**src/rtl/llf_pkg.sv**
```systemverilog
package llf_pkg;

    // Default sizes of the stores
    localparam int DEF_MAX_INPUTS  = 64;
    localparam int DEF_MAX_OUTPUTS = 16;

    // Field and register widths
    localparam int OP_W      = 2;
    localparam int ROW_W     = 4;
    localparam int COL_W     = 6;
    localparam int VAL_W     = 16;
    localparam int SUM_W     = 32;
    localparam int LEN_IN_W  = 7;
    localparam int LEN_OUT_W = 5;
    localparam int CFG_W     = 7;
    localparam int CFG_IDX_W = 1;

    // Register reset values
    localparam logic [LEN_IN_W-1:0]  RST_INPUT_LENGTH  = 7'd64;
    localparam logic [LEN_OUT_W-1:0] RST_OUTPUT_LENGTH = 5'd16;

    // Operation codes
    localparam logic [OP_W-1:0] OP_WEIGHT = 2'd0;
    localparam logic [OP_W-1:0] OP_BIAS   = 2'd1;
    localparam logic [OP_W-1:0] OP_ELEM   = 2'd2;

    // Register indexes
    localparam logic [CFG_IDX_W-1:0] REG_INPUT_LENGTH  = 1'b0;
    localparam logic [CFG_IDX_W-1:0] REG_OUTPUT_LENGTH = 1'b1;

    // Work kinds passed from the front end to the back end
    typedef enum logic [1:0] {
        K_WEIGHT,
        K_BIAS,
        K_ELEM
    } t_kind;

    typedef struct packed {
        t_kind                    kind;
        logic [ROW_W-1:0]         row;
        logic [COL_W-1:0]         col;
        logic signed [VAL_W-1:0]  value;
        logic                     adds;   // element lies inside the active length
        logic                     last;
    } t_job;

    // Back end sequencer
    typedef enum logic [1:0] {
        S_IDLE,
        S_MAC,
        S_EMIT
    } t_state;

endpackage

```
**src/rtl/llf_front.sv**
```systemverilog
module llf_front #(
    parameter int MAX_INPUTS  = 64,
    parameter int MAX_OUTPUTS = 16
) (
    input  logic                          i_clk,
    input  logic                          i_rst_n,
    input  logic                          i_start,
    input  logic [llf_pkg::OP_W-1:0]      i_operation,
    input  logic [llf_pkg::ROW_W-1:0]     i_row,
    input  logic [llf_pkg::COL_W-1:0]     i_column,
    input  logic signed [llf_pkg::VAL_W-1:0] i_value,
    input  logic                          i_last,
    input  logic [llf_pkg::LEN_IN_W-1:0]  i_in_len,
    output logic                          o_busy,
    output logic                          o_job_valid,
    output llf_pkg::t_job                 o_job,
    input  logic                          i_job_pop
);
    import llf_pkg::*;

    t_job       job_in;
    logic       keep;
    logic       push;
    t_job       r_fifo [2];
    logic       r_wptr, r_rptr;
    logic [1:0] r_count, n_count;

    // Classify the item: drop unused codes and out-of-range writes
    always_comb begin
        job_in.kind  = K_ELEM;
        job_in.row   = i_row;
        job_in.col   = i_column;
        job_in.value = i_value;
        job_in.last  = i_last;
        job_in.adds  = (32'(i_column) < 32'(i_in_len)) && (32'(i_column) < MAX_INPUTS);
        keep         = 1'b0;
        unique case (i_operation)
            OP_WEIGHT: begin
                job_in.kind = K_WEIGHT;
                keep = (32'(i_row) < MAX_OUTPUTS) && (32'(i_column) < MAX_INPUTS);
            end
            OP_BIAS: begin
                job_in.kind = K_BIAS;
                keep = (32'(i_row) < MAX_OUTPUTS);
            end
            OP_ELEM: begin
                keep = job_in.adds || i_last;
            end
            default: begin
                keep = 1'b0;
            end
        endcase
    end

    assign o_busy      = (r_count == 2'd2);
    assign push        = i_start && !o_busy && keep;
    assign o_job_valid = (r_count != 2'd0);
    assign o_job       = r_fifo[r_rptr];

    // Two-entry queue towards the back end
    always_comb begin
        n_count = r_count;
        if (push && !i_job_pop) begin
            n_count = r_count + 2'd1;
        end else if (!push && i_job_pop) begin
            n_count = r_count - 2'd1;
        end
    end

    always_ff @(posedge i_clk) begin
        if (!i_rst_n) begin
            r_wptr  <= 1'b0;
            r_rptr  <= 1'b0;
            r_count <= 2'd0;
        end else begin
            r_count <= n_count;
            if (push) begin
                r_wptr <= ~r_wptr;
            end
            if (i_job_pop) begin
                r_rptr <= ~r_rptr;
            end
        end
    end

    always_ff @(posedge i_clk) begin
        if (push) begin
            r_fifo[r_wptr] <= job_in;
        end
    end

endmodule

```
**config.mk**
```make
export PLATFORM = sky130hd
export DESIGN_NAME = llf_front
export DESIGN_NICKNAME = d
export VERILOG_FILES = /design/src/rtl/llf_pkg.sv /design/src/rtl/llf_front.sv
export SDC_FILE = /design/constraint.sdc
export NUM_CORES = 1
export LEC_CHECK = 0
export BUFFER_PORTS_ARGS = -buffer_cell sky130_fd_sc_hd__buf_4
export CORE_ASPECT_RATIO = 1.5
export CORE_MARGIN = 2
export CORE_UTILIZATION = 28
export CTS_CLUSTER_SIZE = 28
export DETAILED_ROUTE_END_ITERATION = 8
export SKIP_CTS_REPAIR_TIMING = 1
export SYNTH_ARGS = -nofsm -noshare
export SYNTH_HDL_FRONTEND = slang
export SYNTH_SLANG_ARGS = --single-unit
```
**constraint.sdc**
```tcl
create_clock -name i_clk -period 6.2 [get_ports i_clk]
set_input_delay 0.31 -clock i_clk [delete_from_list [all_inputs] [get_ports i_clk]]
set_output_delay 0.31 -clock i_clk [all_outputs]
set_load 0.01 [all_outputs]
```
==> results list <==
- Including well taps, the total number of placed cells is 321.
- The Yosys step of the flow raised 0 warnings.
* Largest fanout of any net on the critical path: 16
- Number of buffers inserted by port buffering: 71
- The number of buffers and inverters on the critical path is 1.
- Origin of the worst min-delay path: i_value[0]
- Num Clock Sinks: 65
* Run status: finished, final reports clean
* Post-synthesis to final-layout area growth: 40.3%
* Htree depth: 3
* Global-route wire length before repair: 7210 um
- Boundary Pins: 72
- Dividing total power by cell area gives a power density of roughly 380 mW/mm2.
* Slowest cell delay on critical path: 0.54 ns
- In this run the deepest clock path goes through 2 buffers.
- The path with the worst hold slack has its endpoint at r_fifo[0][2].
* Leakage: approximately 0.0014 uW
- The tool flagged a number of max-cap violations equal to 0.
* Maximum clock rate: 399 MHz
- The hold violation count in the final report was 0.
* Antenna violations before repair: 0
- The floorplan has 42 rows.
- TritonCTS Buffers: 9
- RSZ-0062 raised after global routing: no
* Power dissipated by switching net loads: about 300 uW
- STA classifies the critical path endpoint as a flip-flop.
- Final worst-path cycle share: 0.404
- Antenna diode count: 0
* Share of total power consumed by net switching: 0.215
- Averaged over all synthesized cells, the footprint is 18.1 um2.
- Minimum setup slack among reg-to-reg paths: 3.69 ns
- The total overflow left after global routing is 0.
- In the global route stage, overall resource usage came out at 0.104.
- Post-synthesis sequential area ratio: 0.740
* Worst Max-Slew Pin Slew: 0.824 ns
- The worst register-to-register path ends at r_fifo[0][9].
- Depth of the most critical reg-to-reg path: 6
* Combinational Power Share: 0.154
- Post-Syn Nets: ~190
* Number of nets in the layout: 268
- Number of global-route vias before repair: around 1.5k
- Worst vdd rail ir drop: 162 uV
- After routing, the total negative slack on setup checks comes to 0 ns.
- Cell internal power was estimated by the tool at 1090 uW.
- After synthesis the cells add up to between 0.002 and 0.003 mm2.
* Syn Inst Count: 142
- For the worst setup path, the data required time is 6.21 ns.
* Worst hold path stage count: 1
* Initial standard-cell utilization of the core: 0.290
- In this run the critical register-to-register path is launched from r_count[0].
- Root buffer selected by CTS: clkbuf_16
* X dimension of the die: slightly above 80 um
- Worst rel slew slack: 0.451
- Share of power burned in the clock network: 0.444
- The detailed router finished its first iteration with 113 violations.
- The min-delay analysis places its worst path in the category in2reg.
* Layout cells sized above 1: 0.542
- The critical path runs through a total of 6 cells.
* DRT antenna net count: 0
- Post-synth cell types: 26
* Final core area utilization: 0.406
- CP Launch Type: flip-flop
- DR vias/cell: 4.31
- Std-Cell Core Area: just under 0.009 mm2
* Count of TritonRoute iterations in the first routing pass: 3
* Vias after detailed routing: approximately 1.5k
- Top cell family by delay on the critical path: simple AND/OR/NAND/NOR gates
- The finished layout holds roughly 340 standard cells, fillers aside.
* Die height: 121 um
- Arrival time of the worst setup path: 2.52 ns
* Pin count of the biggest net entering global routing: 32
- Routability cong.: a little under 0.7
- Die footprint: between 0.009 and 0.01 mm2
* Wire length reported by the detailed router: 4760 um
- Count of final setup violators: 0
* Detailed-route wire length per cell: 14.1 um
* Flip-flop and latch count after synthesis: 65
* Fin crit period: 2.51 ns
- Worst skew pair latency: 0.33 ns
- The clock arrives with 0.00455 ns of skew.
- TritonCTS built the clock tree.
- Critical path class: reg2reg
- Clock input transition at the sequential cells of the worst setup and hold paths: 0.05 ns
- Slowest library cell on the worst path: and2b_1
- The critical path goes through nor2b_1 -> nand2b_1 -> a2111oi_4 -> or2_1 -> and2b_1 -> buf_4.
- DRC violation count after routing: 0
- The count of final max-slew check failures was 0.
- Sequential group share of total power: 0.402
-- cell usage after synthesis, drive strengths merged --
cell type	n	area (um2)
a211oi	1	7.51
dfxtp	5	100
a211o	1	8.76
edfxtp	60	1800
nor2	6	22.5
ha	6	75.1
nor3b	1	7.51
or3	1	6.26
a2111oi	1	27.5
nand4b	1	8.76
a21oi	2	10.0
mux2	30	338
inv	7	26.3
and2b	1	7.51
xor2	2	17.5
or2	2	12.5
clkbuf	4	15.0
nor2b	2	12.5
o2bb2ai	1	8.76
nor3	3	15.0
o21a	1	8.76
o21ai	1	5.00
nand2b	2	20.0
xnor2	1	8.76
-- worst reg2reg max path, cell delays in order, from the launching register on --
cell,delay [ns]
dfxtp_1,0.41
nor2b_1,0.10
nand2b_1,0.22
a2111oi_4,0.38
or2_1,0.18
and2b_1,0.54
buf_4,0.37
-- metal layers --
metal | track usage | wire length [um]
met2 | 0.169 | 2450
met1 | 0.110 | 1900
met5 | 0 | 0
met3 | 0.0342 | 279
met4 | 0.0750 | 138
-- layout make-up --
type | instances | area [um2]
clock buffers | 9 | 225
inverters | 7 | 26.3
multi-input cells | 66 | 628
clock inverters | 7 | 141
repair buffers | 73 | 548
well taps | 110 | 138
flip-flops and latches | 65 | 1900
fillers | 837 | 5270
-- per-stage QoR --
| step | setup WS (ns) | hold slack, ns | total power, uW | cell area (um2) |
|---|---|---|---|---|
| CTS | 3.63 | 0.150 | 1400 | 3610 |
| detailed placement | 3.28 | 0.498 | 784 | 3240 |
| finish | 3.69 | 0.167 | 1380 | 3610 |
| global route | 3.39 | 0.151 | 1440 | 3610 |
| global placement | 3.36 | 0.489 | 780 | 3240 |
| floorplan | 3.68 | 0.409 | 676 | 2570 |
-- cells by family (layout without fill, tap and decap cells) --
group | count (synthesis) | after routing | synth area share
muxes | 30 | 30 | 0.131
buffers and inverters | 11 | 96 | 0.0161
and+or+nand+nor | 19 | 19 | 0.0438
DFF | 65 | 65 | 0.740
adders and majority gates | 6 | 6 | 0.0292
xor gates and xnor gates | 3 | 3 | 0.0102
AOI/OAI and AO/OA | 8 | 8 | 0.0297
-- worst max-delay path by stage --
stage               endpoint  slack [ns]         from
2_1_floorplan   r_fifo[0][0]        3.68  i_in_len[1]
3_3_place_gp    r_fifo[0][3]        3.36  i_column[1]
3_5_place_dp    r_fifo[0][6]        3.28  i_column[4]
4_1_cts        r_fifo[0][14]        3.63   r_count[0]
5_1_grt        r_fifo[0][16]        3.39  i_column[4]
6_report        r_fifo[0][9]        3.69   r_count[0]
-- layout by cell type (no fill, tap or decap) --
master	count
a2111oi_4	1
a211o_1	1
a211oi_1	1
a21oi_1	2
and2b_1	1
buf_4	73
bufinv_16	4
clkbuf_16	9
clkinv_2	1
clkinvlp_4	1
dfxtp_1	5
edfxtp_1	60
ha_1	6
inv_1	7
inv_6	1
mux2_2	30
nand2b_1	1
nand2b_4	1
nand4b_1	1
nor2_1	6
nor2b_1	2
nor3_1	3
nor3b_1	1
o21a_2	1
o21ai_0	1
o2bb2ai_1	1
or2_1	1
or2_2	1
or3_1	1
xnor2_1	1
xor2_1	2
-- sequential cells by signal, summed over array words and instances (netlist names), named ones only --
name     count
r_fifo      60
r_count      2
r_rptr       1
r_wptr       1
-- power groups by stage --
stage | Sequential (uW) | Clock (uW) | Combinational, uW
floorplan | 561 | 0 | 115
global placement | 563 | 0 | 217
detailed placement | 565 | 0 | 218
CTS | 557 | 628 | 220
global route | 561 | 648 | 234
finish | 556 | 614 | 213
Power figures use the tool's default switching activity.
